**config.mk**
```make
export PLATFORM = sky130hd
export DESIGN_NAME = bsh_queue
export DESIGN_NICKNAME = d
export VERILOG_FILES = /design/src/rtl/core/bsh_pkg.sv /design/src/rtl/core/bsh_queue.sv
export SDC_FILE = /design/constraint.sdc
export NUM_CORES = 1
export LEC_CHECK = 0
export CAP_MARGIN = 30
export CORE_AREA = 5 5 93 95
export DETAILED_ROUTE_END_ITERATION = 6
export DIE_AREA = 0 0 98 100
export DONT_BUFFER_PORTS = 1
export SYNTH_ARGS = -nofsm -noshare
export SYNTH_HDL_FRONTEND = slang
export SYNTH_SLANG_ARGS = --single-unit
```
**constraint.sdc**
```tcl
create_clock -name clk -period 2.87 [get_ports clk]
set_input_delay 0.1435 -clock clk [delete_from_list [all_inputs] [get_ports clk]]
set_output_delay 0.1435 -clock clk [all_outputs]
set_load 0.01 [all_outputs]
```
**src/rtl/core/bsh_pkg.sv**
```systemverilog
package bsh_pkg;

  // default bin memory depth
  localparam int MAX_BINS_DEF = 4096;
  // address field wide enough for the largest supported memory (16384 bins)
  localparam int ADDR_W = 14;
  // bin count in use, up to 8191
  localparam int NB_W   = 15;
  localparam int BIN_W  = 40;
  localparam int CNT_W  = 32;
  localparam int SCALE_W = 24;
  localparam int NBREG_W = 13;
  localparam int CFG_IDX_W = 2;

  // configuration register indexes
  localparam logic [CFG_IDX_W-1:0] CFG_BIN_SCALE = 2'd0;
  localparam logic [CFG_IDX_W-1:0] CFG_NUM_BINS  = 2'd1;

  localparam logic [SCALE_W-1:0] BIN_SCALE_RST = 24'd65536;
  localparam logic [NBREG_W-1:0] NUM_BINS_RST  = 13'd4096;

  // log2(e) in Q12 and exponent offset term
  localparam logic signed [29:0] LOG2E_Q12  = 30'sd5909;
  localparam logic signed [29:0] EXP_OFFS   = 30'sd268435456;
  localparam logic [23:0]        EXP_MAX    = 24'hFFFFFF;

  // operation handed from front to back
  typedef enum logic [1:0] {
    OP_SKIP,
    OP_ACC,
    OP_READ,
    OP_READ_ZERO
  } op_t;

  typedef struct packed {
    op_t               op;
    logic [ADDR_W-1:0] addr;
    logic [15:0]       frac;
  } job_t;

  // 2^(j/16) in Q16, rounded
  function automatic logic [17:0] pow2_lut(input logic [4:0] j);
    logic [17:0] r;
    case (j)
      5'd0:    r = 18'd65536;
      5'd1:    r = 18'd68438;
      5'd2:    r = 18'd71468;
      5'd3:    r = 18'd74632;
      5'd4:    r = 18'd77936;
      5'd5:    r = 18'd81386;
      5'd6:    r = 18'd84990;
      5'd7:    r = 18'd88752;
      5'd8:    r = 18'd92682;
      5'd9:    r = 18'd96785;
      5'd10:   r = 18'd101070;
      5'd11:   r = 18'd105545;
      5'd12:   r = 18'd110218;
      5'd13:   r = 18'd115098;
      5'd14:   r = 18'd120194;
      5'd15:   r = 18'd125515;
      5'd16:   r = 18'd131072;
      default: r = 18'd131072;
    endcase
    return r;
  endfunction

endpackage

```
**src/rtl/core/bsh_queue.sv**
```systemverilog
module bsh_queue import bsh_pkg::*; (
  input  logic clk,
  input  logic rst,
  input  logic push,
  input  job_t push_job,
  output logic full,
  input  logic pop,
  output logic empty,
  output job_t head
);

  job_t       slot [2];
  logic       wptr;
  logic       rptr;
  logic [1:0] count;

  assign full  = (count == 2'd2);
  assign empty = (count == 2'd0);
  assign head  = slot[rptr];

  // hold entries
  always_ff @(posedge clk) begin
    if (push) begin
      slot[wptr] <= push_job;
    end
  end

  // advance pointers
  always_ff @(posedge clk) begin
    if (rst) begin
      wptr  <= 1'b0;
      rptr  <= 1'b0;
      count <= 2'd0;
    end else begin
      if (push) begin
        wptr <= ~wptr;
      end
      if (pop) begin
        rptr <= ~rptr;
      end
      count <= count + 2'(push) - 2'(pop);
    end
  end

endmodule

```
## Word-level counts from Yosys, hierarchy flattened

Memory sizes are Yosys's and may differ from the RTL's. A register that Yosys moved wholly into a read port is not among the register bits.
Index checks and enable logic that the tools add are counted.

- Register bits after elaboration: 4
- RAM bits: 64
- Input bits: 36
- Output and inout port bits: 34
- Word-level logic and storage cells: 14
- Memories: 1

- Add/subtract/negate cells: 2
- Equal/unequal tests: 1
- Mux-type cells: 4
- Bitwise gates (word level): 2
- Reduce and logical (&&, ||, !) cells: 1

Memories:

| memory | depth | width | rd ports | clocked after Yosys merged registers in | wr ports | line | source |
|---|---|---|---|---|---|---|---|
| slot | 2 | 32 | 1 | 1 | 1 | bsh_queue.sv:12 | `job_t slot [2];` |

Operators by type and width:

| cell | count |
|---|---|
| $mux 1 | 4 |
| $add 2x1->2 | 1 |
| $eq 2x2->1 const B | 1 |
| $logic_not 2->1 | 1 |
| $not 1->1 | 2 |
| $sub 2x1->2 | 1 |

## Logic depth before layout (Yosys ltp)

Gate-level depths: netlist of the first run.

- Depth after elaboration: 3
- Mapped depth: 6
- Depth with buffers taken out: 6

## Least setup slack after synthesis of the first run

OpenSTA, ideal clock, no wires.

- Path type: flip-flop to flip-flop
- Start point: register wptr
- End point: memory slot[0][0] (netlist bit) (enable)
- Setup time: 0.425 ns
- Arrival time: 1.768 ns
- Data required time: 2.445 ns
- Slack: 0.678 ns
- Stages on the path, launching flop included: 2
- Path buffers: 0
- Cell sequence: dfxtp_1 > nor2b_1

RTL lines:

| item | line | source |
|---|---|---|
| from (decl) | bsh_queue.sv:13 | `logic wptr;` |
| from (signal assigned) | bsh_queue.sv:36 | `wptr <= ~wptr;` |
| to (decl) | bsh_queue.sv:12 |  |

No word-level cell before the write port.

==> run metrics, run 1 <==
status finished, final reports clean; xor/xnor share of the synthesized area 1.49%; RSZ-0062 raised after global routing no; #FFs+latches synth 69; Hold Crit Class in -> reg; Simple-Gate Fraction of Synth Area 1.63%; WHS Path Cells 2; area leader, netlist edfxtp_1; vias in the first global route 1327; crit-path max cell delay 780 ps; via count 1182; syn_nets 159; hpwl dp 3010 um; final worst slack 910 ps; mux cell area share after synthesis 17.6%; post_cts resized 0; skew final 4.99 ps; Cell Area, Synth 2680 um2; maximum root-to-sink buffer count 2; Starting Density 35.1%; chip height 100 um; root buffer cell clkbuf_8; final net count 204; layout cells sized above 1 28.7%; TritonCTS sink count 69; global-route usage over all layers 9.36%; Static Leakage 0.00121 uW; Pins Over Slew Limit 0; Slew HR 39.1%; Die W 98 um; vias per cell 4.33; fmax 510 MHz; PwrDens 679 nW/um2; synth top area cells edfxtp_1 72%, mux2_4 17%, dfxtp_1 3.7%; Setup crit start kind flip-flop; pre-CTS setup slack 1210 ps; I/O Buffers 0; routability cong. 0.599; FP Rows 32; DRC Markers 0; CP Capture Type primary output; r2r setup slk 1400 ps; YS warnings 0; Clk pin slew, worst setup/hold paths 70 ps; share of the synthesized area in the top cell type 71.6%; TritonCTS Buffers 9; total die area 9800 um2; Synth Area in Compound Gates 0%; CP max FO 22; arrival time worst endpoint 1820 ps; Final Hold Violating Endpoints 0; FF-to-FF End slot[0][13]$_DFFE_PP_; Syn Area/Cell 22.2 um2; Netlist cell types 13; Pre-Repair DR Iteration Count 4; Fin Setup TNS 0 ps; minimum clock period 1960 ps; initial DRC count 17; Layout Cells excl Fill 273; antenna violations before repair 0; Reg2Reg Depth 1; drt total wl 4350 um; I/O pin count 70; Bufs and invs on worst path 1; # setup viols final 0; Core Box Area 7650 um2; crit path kind reg -> out; adder and majority gate portion of the synthesized area 0.933%; Slowest cell on crit path dfxtp_2; critical-path cell list buf_4 -> mux2_4; Peak VDD IR 267 uV; Crit path required time 2730 ps; HP Start push; Post-Synthesis Cells 121; Worst-Margin Slew 911 ps; sequential share of the synthesized area 75.4%; H-tree lvl count 3; Hold-fix buffers, CTS 36; Hold Path End count[0]$_SDFF_PP0_; max cap viols 0; largest family of logic cells by synthesized area multiplexers; wire per inst 15.9 um; Layout fillers 658; later-pin clock latency in the skew report 320 ps; Final Cycle Share 68.3%; family with the most delay on the worst path flip-flops; Diodes inserted 0; TritonCTS clock tree built; Area Growth Syn to Fin 24.1%; total gr overflow 0; origin of the critical flop-to-flop path wptr$_SDFFE_PP0P_; largest net degree at the start of global routing 33; first-pass GRT wire length 6900 um; # Post-CTS Setup Buffers 0; dpl cells 221; Routed Antenna Nets 0
==> routing by layer <==
layer / vias to the layer above / share of wire, % / routed length (um) / track usage (%)
met1: 584 / 37 / 1600 / 9.38
li1: 552 / - / - / -
met3: 10 / 5.5 / 239 / 3.34
met5: - / 0 / 0 / 0
met4: 0 / 2.4 / 106 / 6.07
met2: 36 / 55 / 2400 / 16.4
==> worst max path at each step <==
| stage | to | slack (ps) | cells past startpoint |
|---|---|---|---|
| 2_1_floorplan | slot[0][0]$_DFFE_PP_ | 680 | 1 |
| 3_3_place_gp | head[7] | 1250 | 2 |
| 3_5_place_dp | head[9] | 1210 | 2 |
| 4_1_cts | head[9] | 830 | 2 |
| 5_1_grt | head[5] | 790 | 2 |
| 6_report | head[5] | 910 | 2 |
==> layout by cell type (no fill, tap or decap) <==
master         synthesis  layout
clkbuf_1               0       1
buf_4                  0       2
mux2_4                30      30
clkbuf_8               0       9
nor2_1                 5       5
nor2b_4                0       1
edfxtp_1              64      64
dfxtp_2                0       1
xnor3_1                1       1
nor2b_1                3       2
dfxtp_1                5       4
clkinv_2               0       2
clkinv_1               0       2
mux2_2                 2       2
dlygate4sd3_1          0      36
ha_1                   2       2
and2_1                 1       1
inv_1                  2       2
xnor2_1                2       2
bufinv_16              0       2
==> cells in the mapped netlist <==
master and n:
xnor3_1 1, nor2_1 5, dfxtp_1 5, inv_1 2
buf_12 3, edfxtp_1 64, mux2_2 2, mux2_4 30
buf_6 1, nor2b_1 3, ha_1 2, xnor2_1 2
and2_1 1
==> area by class of cell <==
cell class / count / area [um2] / area share [%]
Clock inverter: 6 / 77.6 / 2.33
Multi-Input combinational cell: 46 / 589 / 17.7
Sequential cell: 69 / 2020 / 60.8
Timing Repair Buffer: 38 / 375 / 11.3
Inverter: 2 / 7.51 / 0.226
Tap cell: 102 / 128 / 3.83
Clock buffer: 10 / 128 / 3.83
==> power breakdown <==
group,switching [uW],total (uW),internal [uW]
clock network,315,795,480
registers,38.2,1210,1170
logic,113,254,141
==> registers in the layout, indices dropped and copies added (netlist names), named ones only <==
signal and count:
count 2, rptr 1, slot 64, wptr 1
==> kinds of logic after synthesis <==
family                     after synthesis
muxes                                   32
buffers and inverters                    6
and+or+nand+nor                          9
DFF                                     69
xor gates and xnor gates                 3
adders and majority gates                2
==> stage by stage <==
stage	area [um2]	hold slack [ps]	util [%]	total power (uW)
floorplan	2680	215	-	1420
global placement	2760	217	36.1	1440
detailed placement	2760	218	36.1	1450
CTS	3330	56.7	43.5	2300
global route	3330	67.5	43.5	2360
finish	3330	72.0	43.5	2260
Power figures use the tool's default switching activity.
==> run 2, diff against run 1 <==
--- a/config.mk
+++ b/config.mk
@@ -5,6 +5,7 @@
 export SDC_FILE = /design/constraint.sdc
 export NUM_CORES = 1
 export LEC_CHECK = 0
+export ABC_AREA = 1
 export CAP_MARGIN = 30
 export CORE_AREA = 5 5 93 95
 export DETAILED_ROUTE_END_ITERATION = 6
==> constraint.sdc (replaced) <==
create_clock -name clk -period 1.6 [get_ports clk]
set_input_delay 0.08 -clock clk [delete_from_list [all_inputs] [get_ports clk]]
set_output_delay 0.08 -clock clk [all_outputs]
set_load 0.01 [all_outputs]
==> run metrics, run 2 <==
YS warnings 0 (unchanged); TritonCTS sink count 69 (unchanged); Final Hold Violating Endpoints 0 (unchanged); TritonCTS Buffers 9 (unchanged); fmax 696 MHz; synth cell count leaders 64 x edfxtp_1, 30 x mux2_4, 8 x inv_1, 8 x nor2_1, 5 x dfxtp_1; Hold Path End count[1]$_SDFF_PP0_; Regs by FF count slot (64), count (2); total die area 9800 um2 (unchanged); r2r setup slk 280 ps (-1120 ps); synth top area cells edfxtp_1 71%, mux2_4 17%, dfxtp_1 3.7%; Die W 98 um (unchanged); Most used DFF post-synth edfxtp_1; # setup viols final 0 (unchanged); antenna violations before repair 0 (unchanged); Slew HR 77.1% (+38 points); commonest cells after routing, fill and taps aside 64 x edfxtp_1, 36 x dlygate4sd3_1, 30 x mux2_4; Static Leakage 0.00124 uW (+2.9%); crit path kind reg -> out; max cap viols 0 (unchanged); syn_nets 169 (+6.3%); area leader, netlist edfxtp_1; DRC Markers 0 (unchanged); maximum root-to-sink buffer count 2 (unchanged); share of the synthesized area in the top cell type 71.4% (-0.20 points); I/O Buffers 0 (unchanged); dpl cells 234 (+5.9%); Pins Over Slew Limit 0 (unchanged); largest net degree at the start of global routing 34 (+3.0%); Pre-Repair DR Iteration Count 3 (-1); wire per inst 16.1 um (+1.3%); I/O pin count 70 (unchanged); commonest non-fill, non-tap cell in the layout edfxtp_1; Routed Antenna Nets 0 (unchanged); origin of the critical flop-to-flop path count[0]$_SDFF_PP0_; vias per cell 4.36 (+0.62%); Setup crit start kind flip-flop; Hold Crit Class in -> reg; Crit path depth 2 (unchanged); hpwl dp 3120 um (+3.6%); Fin Setup TNS 0 ps (unchanged); Post-DP Area 2810 um2 (+1.5%); CP max FO 18 (-18%); max FFs per register 64 (unchanged); initial DRC count 31 (+14); TritonCTS clock tree built; first-pass GRT wire length 7250 um (+5.0%); Worst-Margin Slew 344 ps (-567 ps); Bufs and invs on worst path 1 (unchanged); WHS Path Cells 3 (+1); Clk pin slew, worst setup/hold paths 70 ps (about the same); Starting Density 35.2% (+0.098 points); Slowest cell on crit path mux2_4; family with the most delay on the worst path multiplexers; crit-path max cell delay 370 ps (-410 ps); PwrDens 1200 nW/um2 (+77%); EDFF count, synth 64 (unchanged); design area 3380 um2 (+1.6%); Diodes inserted 0 (unchanged); Peak VDD IR 560 uV (+110%); later-pin clock latency in the skew report 330 ps (about the same); root buffer cell clkbuf_8; total gr overflow 0 (unchanged); Async SR Flop Fraction 0% (unchanged); critical-path cell list buf_4 -> mux2_4; drt total wl 4610 um (+6.1%); Core Box Area 7650 um2 (unchanged); RSZ-0062 raised after global routing no; routability cong. 0.624 (+4.2%); layout cells sized above 1 29.3% (+0.69 points); Syn Area/Cell 20.5 um2 (-7.4%); arrival time worst endpoint 1360 ps (-460 ps); FF-to-FF End count[1]$_SDFF_PP0_; Crit path required time 1520 ps (-1210 ps); post_cts resized 0 (unchanged); HP Start pop; Reg2Reg Depth 8 (+7); sequential share of the synthesized area 75.2% (-0.21 points); via count 1246 (+5.4%); FP Rows 32 (unchanged); H-tree lvl count 3 (unchanged); vias in the first global route 1379 (+3.9%); Layout Cells excl Fill 286 (+4.8%); Netlist cell types 14 (+1); Final Cycle Share 89.8%; status finished, final reports clean; CP Capture Type primary output; Top reg by flops slot; hold slack 106 ps (+33.9 ps); global-route usage over all layers 10.1% (+0.79 points); Area Growth Syn to Fin 25.7%; skew final 10.7 ps (+5.66 ps); chip height 100 um (unchanged); Layout fillers 664 (+0.91%); minimum clock period 1440 ps; most common cell in the netlist edfxtp_1; Cell Area, Synth 2690 um2 (+0.28%); #FFs+latches synth 69 (unchanged); final net count 217 (+6.4%); Post-Synthesis Cells 131 (+8.3%)
-- run 2: where the power goes --
part / internal (uW) / switching, uW / leakage (uW) / total (uW)
registers: 2080 / 32.8 / 0.000643 / 2120
logic: 234 / 228 / 0.000500 / 463
clock network: 874 / 606 / 0.0000985 / 1480
total: 3190 / 867 / 0.00124 / 4060
-- run 2: logic make-up (layout without fill, tap and decap cells) --
group,Yosys count,in the layout,synth area share [%]
buffers and inverters,12,65,3.77
DFF,69,69,75.2
xor gates and xnor gates,1,1,0.326
AOI/OAI and AO/OA,1,1,0.186
adders and majority gates,2,2,0.930
muxes,32,32,17.6
and+or+nand+nor,14,14,2.05
-- run 2: per-stage QoR --
| stage | power, uW | worst slack, ps | utilization (%) |
|---|---|---|---|
| floorplan | 2490 | 23.1 | - |
| global placement | 2520 | 385 | 36.7 |
| detailed placement | 2550 | 281 | 36.7 |
| CTS | 4130 | 129 | 44.2 |
| global route | 4270 | 95.3 | 44.2 |
| finish | 4060 | 164 | 44.2 |
-- run 2: worst max path at each step --
stage / start / end / slack, ps
2_1_floorplan: wptr$_SDFFE_PP0P_ / slot[0][0]$_DFFE_PP_ / 20
3_3_place_gp: count[0]$_SDFF_PP0_ / count[1]$_SDFF_PP0_ / 380
3_5_place_dp: count[0]$_SDFF_PP0_ / count[1]$_SDFF_PP0_ / 280
4_1_cts: flip-flop / head[15] / 130
5_1_grt: flip-flop / head[15] / 100
6_report: flip-flop / head[15] / 160
-- run 2: layout make-up --
| cell class | count | area (um2) | share of cell area (%) |
|---|---|---|---|
| sequential | 69 | 2020 | 59.8 |
| multi-input combinational | 50 | 574 | 17.0 |
| timing repair buffer | 41 | 410 | 12.1 |
| clock buffer | 10 | 128 | 3.77 |
| tap | 102 | 128 | 3.77 |
| clock inverter | 6 | 87.6 | 2.59 |
| inverter | 8 | 30.0 | 0.888 |
-- run 2: repair_timing --
| action | 4_1_cts | 5_1_grt |
|---|---|---|
| hold buffers | 36 | 0 |
| setup endpoints to repair | 0 | 0 |
| endpoints found under the hold margin | 69 | 0 |
| setup buffers | 0 | 0 |
-- run 2: worst min-delay path: stages --
cell,delay [ps]
ha_1,150
a21oi_1,50
nor2_1,120
-- run 2: metal layers --
metal / GRT usage [%] / part of all wire (%) / wire (um)
met2: 18.0 / 56 / 2600
met3: 5.00 / 5.0 / 231
met5: 0 / 0 / 0
met4: 4.47 / 1.4 / 65
met1: 10.0 / 37 / 1710
