--- src/rtl/core/bsh_pkg.sv ---
package bsh_pkg;

  // default bin memory depth
  localparam int MAX_BINS_DEF = 4096;
  // address field wide enough for the largest supported memory (16384 bins)
  localparam int ADDR_W = 14;
  // bin count in use, up to 8191
  localparam int NB_W   = 15;
  localparam int BIN_W  = 40;
  localparam int CNT_W  = 32;
  localparam int SCALE_W = 24;
  localparam int NBREG_W = 13;
  localparam int CFG_IDX_W = 2;

  // configuration register indexes
  localparam logic [CFG_IDX_W-1:0] CFG_BIN_SCALE = 2'd0;
  localparam logic [CFG_IDX_W-1:0] CFG_NUM_BINS  = 2'd1;

  localparam logic [SCALE_W-1:0] BIN_SCALE_RST = 24'd65536;
  localparam logic [NBREG_W-1:0] NUM_BINS_RST  = 13'd4096;

  // log2(e) in Q12 and exponent offset term
  localparam logic signed [29:0] LOG2E_Q12  = 30'sd5909;
  localparam logic signed [29:0] EXP_OFFS   = 30'sd268435456;
  localparam logic [23:0]        EXP_MAX    = 24'hFFFFFF;

  // operation handed from front to back
  typedef enum logic [1:0] {
    OP_SKIP,
    OP_ACC,
    OP_READ,
    OP_READ_ZERO
  } op_t;

  typedef struct packed {
    op_t               op;
    logic [ADDR_W-1:0] addr;
    logic [15:0]       frac;
  } job_t;

  // 2^(j/16) in Q16, rounded
  function automatic logic [17:0] pow2_lut(input logic [4:0] j);
    logic [17:0] r;
    case (j)
      5'd0:    r = 18'd65536;
      5'd1:    r = 18'd68438;
      5'd2:    r = 18'd71468;
      5'd3:    r = 18'd74632;
      5'd4:    r = 18'd77936;
      5'd5:    r = 18'd81386;
      5'd6:    r = 18'd84990;
      5'd7:    r = 18'd88752;
      5'd8:    r = 18'd92682;
      5'd9:    r = 18'd96785;
      5'd10:   r = 18'd101070;
      5'd11:   r = 18'd105545;
      5'd12:   r = 18'd110218;
      5'd13:   r = 18'd115098;
      5'd14:   r = 18'd120194;
      5'd15:   r = 18'd125515;
      5'd16:   r = 18'd131072;
      default: r = 18'd131072;
    endcase
    return r;
  endfunction

endpackage

--- src/rtl/core/bsh_front.sv ---
module bsh_front import bsh_pkg::*; #(
  parameter int MAX_BINS = MAX_BINS_DEF
) (
  input  logic                 clk,
  input  logic                 rst,
  input  logic                 in_valid,
  output logic                 in_stall,
  input  logic                 command,
  input  logic [15:0]          intensity,
  input  logic signed [15:0]   bias_log,
  input  logic [11:0]          bin_index,
  input  logic [SCALE_W-1:0]   bin_scale,
  input  logic [NBREG_W-1:0]   num_bins,
  input  logic                 clearing,
  output logic                 push,
  output job_t                 push_job,
  input  logic                 q_full
);

  typedef enum logic [2:0] {
    ST_IDLE,
    ST_EXP,
    ST_MANT,
    ST_SHIFT,
    ST_MUL,
    ST_PUSH
  } state_t;

  state_t             state;
  logic               cmd;
  logic [15:0]        inten;
  logic signed [15:0] bias;
  logic [11:0]        bidx;
  logic signed [29:0] lq;
  logic [39:0]        y0;
  logic [17:0]        mant;
  logic [4:0]         kq;
  logic [23:0]        e;
  logic [43:0]        plo;
  logic [43:0]        phi;

  logic [4:0]         lut_j;
  logic [17:0]        t0;
  logic [17:0]        t1;
  logic [12:0]        tdiff;
  logic [20:0]        tprod;
  logic [4:0]         sh_up;
  logic [25:0]        mwide;
  logic [23:0]        e_next;
  logic [63:0]        ysum;
  logic [47:0]        y;
  logic [NB_W-1:0]    nb;
  logic [NB_W-1:0]    nbm1;
  logic               acc_ok;
  job_t               acc_job;
  job_t               rd_job;

  // accept only while idle and the memory is not being cleared
  assign in_stall = (state != ST_IDLE) || clearing;

  // mantissa by table interpolation
  always_comb begin
    lut_j = {1'b0, lq[23:20]};
    t0    = pow2_lut(lut_j);
    t1    = pow2_lut(lut_j + 5'd1);
    tdiff = 13'(t1 - t0);
    tprod = 21'(tdiff) * 21'(lq[19:12]);
  end

  // scale mantissa by the integer exponent, saturating
  always_comb begin
    sh_up  = kq - 5'd16;
    mwide  = 26'(mant) << sh_up[3:0];
    if (kq >= 5'd16) begin
      if (sh_up > 5'd8 || mwide > 26'(EXP_MAX)) begin
        e_next = EXP_MAX;
      end else begin
        e_next = mwide[23:0];
      end
    end else begin
      e_next = 24'(mant >> (5'd16 - kq));
    end
  end

  // bin position and range check
  always_comb begin
    ysum = {20'b0, plo} + {phi, 20'b0};
    y    = ysum[63:16];
    nb   = (NB_W'(num_bins) < NB_W'(MAX_BINS)) ? NB_W'(num_bins) : NB_W'(MAX_BINS);
    nbm1 = nb - NB_W'(1);
    acc_ok = (y0 != 40'd0) && (nb >= NB_W'(2)) && (y < 48'({nbm1, 16'b0}));
    acc_job.op   = acc_ok ? OP_ACC : OP_SKIP;
    acc_job.addr = y[16 +: ADDR_W];
    acc_job.frac = y[15:0];
    rd_job.op    = (int'(bidx) < MAX_BINS) ? OP_READ : OP_READ_ZERO;
    rd_job.addr  = ADDR_W'(bidx);
    rd_job.frac  = 16'd0;
  end

  assign push     = (state == ST_PUSH) && !q_full;
  assign push_job = cmd ? rd_job : acc_job;

  // one request at a time; only accumulates pass the exp and multiply stages
  always_ff @(posedge clk) begin
    if (rst) begin
      state <= ST_IDLE;
    end else begin
      case (state)
        ST_IDLE: begin
          if (in_valid && !in_stall) begin
            cmd   <= command;
            inten <= intensity;
            bias  <= bias_log;
            bidx  <= bin_index;
            state <= command ? ST_PUSH : ST_EXP;
          end
        end
        ST_EXP: begin
          lq    <= 30'(bias) * LOG2E_Q12 + EXP_OFFS;
          y0    <= 40'(inten) * 40'(bin_scale);
          state <= ST_MANT;
        end
        ST_MANT: begin
          mant  <= t0 + 18'(tprod[20:8]);
          kq    <= lq[28:24];
          state <= ST_SHIFT;
        end
        ST_SHIFT: begin
          e     <= e_next;
          state <= ST_MUL;
        end
        ST_MUL: begin
          plo   <= 44'(y0[19:0]) * 44'(e);
          phi   <= 44'(y0[39:20]) * 44'(e);
          state <= ST_PUSH;
        end
        ST_PUSH: begin
          if (!q_full) begin
            state <= ST_IDLE;
          end
        end
        default: state <= ST_IDLE;
      endcase
    end
  end

endmodule

--- config.mk ---
export PLATFORM = sky130hd
export DESIGN_NAME = bsh_front
export DESIGN_NICKNAME = d
export VERILOG_FILES = /design/src/rtl/core/bsh_pkg.sv /design/src/rtl/core/bsh_front.sv
export SDC_FILE = /design/constraint.sdc
export NUM_CORES = 2
export LEC_CHECK = 0
export BUFFER_PORTS_ARGS = -buffer_cell sky130_fd_sc_hd__buf_2
export CAP_MARGIN = 20
export CORE_ASPECT_RATIO = 1.75
export CORE_MARGIN = 2
export CORE_UTILIZATION = 55
export CTS_CLUSTER_SIZE = 24
export DETAILED_ROUTE_END_ITERATION = 10
export HOLD_SLACK_MARGIN = 0.08
export PLACE_DENSITY_LB_ADDON = 0.05
export SLEW_MARGIN = 20
export SYNTH_ARGS = -nofsm -noshare
export SYNTH_HDL_FRONTEND = slang
export SYNTH_SLANG_ARGS = --single-unit
--- constraint.sdc ---
create_clock -name clk -period 11.4 [get_ports clk]
set_input_delay 0.57 -clock clk [delete_from_list [all_inputs] [get_ports clk]]
set_output_delay 0.57 -clock clk [all_outputs]
set_load 0.005 [all_outputs]
# Yosys cells after proc, flatten, opt, wreduce, memory -nomap -nowiden
# Memory sizes are Yosys's and may differ from the RTL's. A register that Yosys moved wholly into a read port is not among the register bits.
# Cells that the tools add are included.
dict set report classes {
  multipliers 5
  bitwise 1
  shifts 2
  eq_ne 7
  addsub 8
  n_mux 10
  n_reduce_logical 17
  order_cmp 6
}
# op count
set ops {}
lappend ops {{$mul A20 B24 Y44} 2}
lappend ops {{$add A44 B64 Y64} 1}
lappend ops {{$lt A48 B31 Y1} 1}
lappend ops {{$mux W24} 2}
lappend ops {{$mul A16 B24 Y40} 1}
lappend ops {{$reduce_bool A40 Y1} 1}
lappend ops {{$mux W32} 1}
lappend ops {{$add A29 B29 Y29 const B} 1}
lappend ops {{$mul A16 B14 Y29 const B} 1}
lappend ops {{$gt A26 B24 Y1 const B} 1}
lappend ops {{$shl A18 B4 Y26} 1}
lappend ops {{$shr A18 B5 Y24} 1}
lappend ops {{$mul A13 B8 Y21} 1}
lappend ops {{$add A18 B13 Y18} 1}
lappend ops {{$pmux W3 S6} 1}
lappend ops {{$sub A13 B1 Y14 const B} 1}
lappend ops {{$ge A13 B2 Y1 const B} 1}
lappend ops {{$lt A13 B13 Y1 const B} 1}
lappend ops {{$mux W13} 1}
lappend ops {{$sub A13 B13 Y13} 1}
lappend ops {{$reduce_and A2 Y1} 5}
lappend ops {{$mux W3} 3}
lappend ops {{$eq A3 B2 Y1 const B} 2}
lappend ops {{$eq A3 B3 Y1 const B} 2}
lappend ops {{other kinds (16)} 22}
dict set report totals {
  mem_count 2
  romBits 832
  ff_bits 252
  word_cells 70
  output_inout_bits 34
  in_bits 87
}
# name words width rd rd_clocked_by_memory_dff write_ports line
set mem_list {}
lappend mem_list {{(name not given)} 32 18 1 0 0 bsh_pkg.sv:44} ;# case (j)
lappend mem_list {{(name not given)} 16 16 1 1 0 bsh_pkg.sv:44}

# Longest topological paths before layout
dict set report logic_depth {
  ltp_word 7
  depth_mapped 41
  depth_no_buf 40
}

# Worst setup path before layout
# OpenSTA, ideal clock, no wires.
dict set report synth_path {
  kind {flip-flop to flip-flop}
  start {reg lq[20]}
  end {reg mant[14] (data pin)}
  setup_ps 259
  period_less_slack_ps 8428
  path_stages_with_launch 38
  arrival_ps 8169
  n_path_buf 1
  slack_ps 2972
  required_ps 11141
  cell_sequence {edfxtp_1 > ha_1 > clkbuf_1 > xor2_1 > and2_1 > o31ai_1 > inv_1 > ha_1 > nor2b_1 > o21ai_0 > a21boi_0 > o21ai_0 > a21boi_0 > o21ai_0 > nand2_1 > xor2_1 > and2_1 > fa_1 > [... 2 more ...] > inv_1 > fa_1 > inv_1 > ha_1 > and3_1 > a221o_1 > a41oi_2 > inv_1 > o21ai_0 > a21boi_0 > ha_1 > a21oi_1 > nor2b_1 > o21a_1 > o31ai_1 > a211oi_1 > o21ai_0 > xnor2_1}
}
dict set report synth_between {
  elab_chain_len 5
}
# item line
set synth_rtl {}
lappend synth_rtl {{from (decl)} bsh_front.sv:34} ;# logic signed [29:0] lq;
lappend synth_rtl {{from (signal assigned)} bsh_front.sv:119} ;# lq <= 30'(bias) * LOG2E_Q12 + EXP_OFFS;
lappend synth_rtl {{$add A4 B1 Y5} bsh_front.sv:65} ;# t1 = pow2_lut(lut_j + 5'd1);
lappend synth_rtl {{$mem_v2 Z32 W18} --}
lappend synth_rtl {{$sub A13 B13 Y13} bsh_front.sv:66} ;# tdiff = 13'(t1 - t0);
lappend synth_rtl {{$mul A13 B8 Y21} bsh_front.sv:67} ;# tprod = 21'(tdiff) * 21'(lq[19:12]);
lappend synth_rtl {{$add A18 B13 Y18} bsh_front.sv:124} ;# mant <= t0 + 18'(tprod[20:8]);
lappend synth_rtl {{to (signal assigned)} bsh_front.sv:124}
lappend synth_rtl {{to (decl)} bsh_front.sv:36} ;# logic [17:0] mant;
# Every way passes these cells.
# A chain may end at the register's enable or synchronous reset.

# Final worst setup path
# Ends and elaborated chain as after synthesis.

==> key figures <==
Clocking
  • Number of buffers added for setup after CTS: 0
  • Clock root buffer: clkbuf_16
  • H-Tree Depth: 1
  • Clk slew on worst S/H paths: 0.07 ns
  • Total CTS buffers: 28
  • Max Root-Sink Buffers: 3
  • Sink Count: 240
  • Clock latency on the worst-skew pair: 0.66 ns
  • CTS tree: built

Logic synthesis
  • Gate Count Post-Synth: 6,776
  • Total number of yosys warnings: 0
  • Mapped Area: 62,500 um2
  • Syn avg cell area: 9.22 um2
  • Flops & latches, synth: 240
  • Synth cell types: 87
  • Post-synth EDFFs: 221
  • Synth async-reset ratio: 0%
  • Register area share after synthesis: 11.2%
  • Syn nets: 8,734
  • Commonest register cell after synthesis: edfxtp_1

Setup path
  • R2R Path End: mant[14]$_DFFE_PP_
  • R2R cell count: 38
  • Arrival time at the worst endpoint: 10.11 ns
  • Crit-path leading delay family: adder cells
  • Worst EP required: 11.80 ns
  • Startpoint types: flip-flop
  • Critical path endpoint: mant[14]$_DFFE_PP_
  • Setup CP Type: reg -> reg
  • Max FO, Critical Path: 15
  • CP max stage cell: edfxtp_1
  • Critical path buffer and inverter count: 4
  • Worst r2r src: lq[20]$_DFFE_PP_
  • Levels on crit path: 38
  • R2r setup slk: 1.69 ns
  • Worst setup startpoint: lq[20]$_DFFE_PP_
  • Crit. End Element: flip-flop
  • Max incr delay on CP: 0.66 ns

Drt
  • Via count: 46,203
  • Vias per cell: 5.59
  • Routed wire length: 167,000 um
  • DR pass1 iterations: 8
  • DRC Markers: 0
  • WL per Instance: 20.2 um
  • ANT nets after route: 0
  • Iter 0 DRT Violations: 2,215

STA
  • Final Max Tran Viols: 0
  • Hold Slack: 0.190 ns
  • RSZ-0062 raised after global routing: false
  • Fin crit period: 9.71 ns
  • Slew headroom: 22.2%
  • Measured slew at the worst slew-check pin: 1.17 ns
  • Final Hold Viols: 0
  • Post-route clock period utilization: 85.1%
  • Setup TNS: 0 ns
  • Final setup vio count: 0
  • Fmax: 0.103 GHz
  • Setup Skew: 0.0295 ns

Global routing
  • First-pass GRT wire length: 267,000 um
  • Vias in the first global route: 50,389
  • Largest net degree at the start of global routing: 59
  • All-layer global routing usage: 29.6%
  • GRT overflow: 0
  • Initial antenna violation count: 3

Floorplanning
  • Die area: 116,000 um2
  • Cell row count: 163
  • Die width: 259 um
  • Core Region: 113,000 um2
  • Ports: 121
  • Starting Density: 55.4%
  • Die Span Y: 450 um

Placed design
  • Placed cell area: 64,500 um2
  • Dpl cells: 8,160
  • Routability congestion estimate: 0.889
  • I/O Buffers: 120
  • DPL Wire Length: 131,000 um

Final layout
  • Layout cells sized above 1: 4.87%
  • Final instance area: 65,900 um2
  • Final non-filler cell total: 8,259
  • Area added between synthesis and finish: 5.47%
  • Nets: 8,708

Job
  • Max cap viols: 0

Outcome
  • Status: finished clean

Worst hold path
  • Hold Crit Class: in -> reg
placed cells by master, fill, tap and decap left out, types with 39 or more instances in the layout:
cell type | netlist | layout
a211oi_1 | 39 | 39
a21o_1 | 69 | 69
a21oi_1 | 177 | 177
and2_1 | 562 | 562
buf_2 | 5 | 120
buf_4 | 1 | 92
dlygate4sd3_1 | 0 | 45
edfxtp_1 | 221 | 221
fa_1 | 1223 | 1223
ha_1 | 648 | 648
inv_1 | 1369 | 1369
mux2i_1 | 41 | 41
nand2_1 | 1040 | 1040
nand2b_1 | 43 | 43
nand3_1 | 48 | 48
nor2_1 | 188 | 187
nor2b_1 | 50 | 50
nor3_1 | 46 | 44
o21ai_0 | 130 | 130
xnor2_1 | 141 | 141
xor2_1 | 52 | 52
state kept, by name, indices dropped and copies added, names as in the netlist:
signal  count
phi        44
y0         40
plo        28
e          24
mant       18
lq         17
bias       16
inten      16
t0         16
bidx       12
kq          5
state       3
cmd         1
final cells by class:
cell class | instances | area [um2]
sequential | 240 | 7020
fill | 10250 | 46900
clock buffer | 31 | 712
timing repair buffer | 257 | 1740
tap | 1485 | 1860
multi-input combinational | 4854 | 49200
clock inverter | 21 | 264
inverter | 1369 | 5140
antenna | 2 | 5.00
worst min path at each step:
| stage | startpoint | end | slack (ns) | depth (start not counted) |
|---|---|---|---|---|
| 2_1_floorplan | lq[24]$_DFFE_PP_ | kq[0]$_DFFE_PP_ | 0.40 | 0 |
| 3_3_place_gp | lq[27]$_DFFE_PP_ | kq[3]$_DFFE_PP_ | 0.40 | 0 |
| 3_5_place_dp | lq[28]$_DFFE_PP_ | kq[4]$_DFFE_PP_ | 0.41 | 0 |
| 4_1_cts | rst | state[2]$_SDFFE_PP0P_ | 0.13 | 2 |
| 5_1_grt | rst | state[2]$_SDFFE_PP0P_ | 0.19 | 2 |
| 6_report | rst | state[2]$_SDFFE_PP0P_ | 0.19 | 2 |
metrics by stage:
step	utilization [%]	worst slack [ns]
floorplan	-	2.97
detailed placement	57.2	1.71
finish	58.4	1.69
CTS	58.4	1.71
global route	58.4	0.855
global placement	57.2	1.85
cells in the mapped netlist, types with 19 or more instances:
library cell	number	area, um2
xor2_1	52	455
nor2b_1	50	313
a31oi_1	21	131
nand2_1	1040	3900
nand4_1	25	156
inv_1	1369	5140
ha_1	648	8110
nor2_1	188	706
nand2b_1	43	269
xnor2_1	141	1230
mux2i_1	41	410
o21a_1	33	248
a211oi_1	39	293
a21o_1	69	518
o21ai_0	130	651
and2_1	562	3520
clkbuf_1	299	1120
a21oi_1	177	886
mux2_2	28	315
nand3_1	48	240
nor3_1	46	230
fa_1	1223	24500
edfxtp_1	221	6640
dfxtp_1	19	380
worst register-to-register path, delay by kind of cell (launching register included):
family / cells / cell delay [ns]
AO/OA/AOI/OAI: 14 / 2.89
XOR/XNOR: 3 / 1.11
adder cells (fa/ha/maj): 9 / 3.68
buffers and inverters: 4 / 0.22
flip-flops: 1 / 0.66
AND/OR/NAND/NOR: 8 / 0.94
per-layer routing:
layer	share of wire, %	routed length [um]	GRT usage [%]
met5	0.015	25	0
met4	6.1	10200	15.9
met3	3.8	6400	2.48
met2	56	93500	57.4
met1	34	57100	31.0
cells by family after synthesis:
family | synth area share [%]
buffers and inverters | 10.1
AOI/OAI and AO/OA | 6.75
muxes | 1.31
DFF | 11.2
adders and majority gates | 52.2
xor gates and xnor gates | 2.71
and+or+nand+nor | 15.7
what timing repair did:
item                                    4_1_cts  5_1_grt
endpoints found under the setup margin        0        0
hold endpoints to repair                     45        0
hold buffers                                 45        0
resized for setup                             0        0
Power is not shown: default switching activity piles up to over one toggle a cycle in this logic, so the estimate is an artifact.
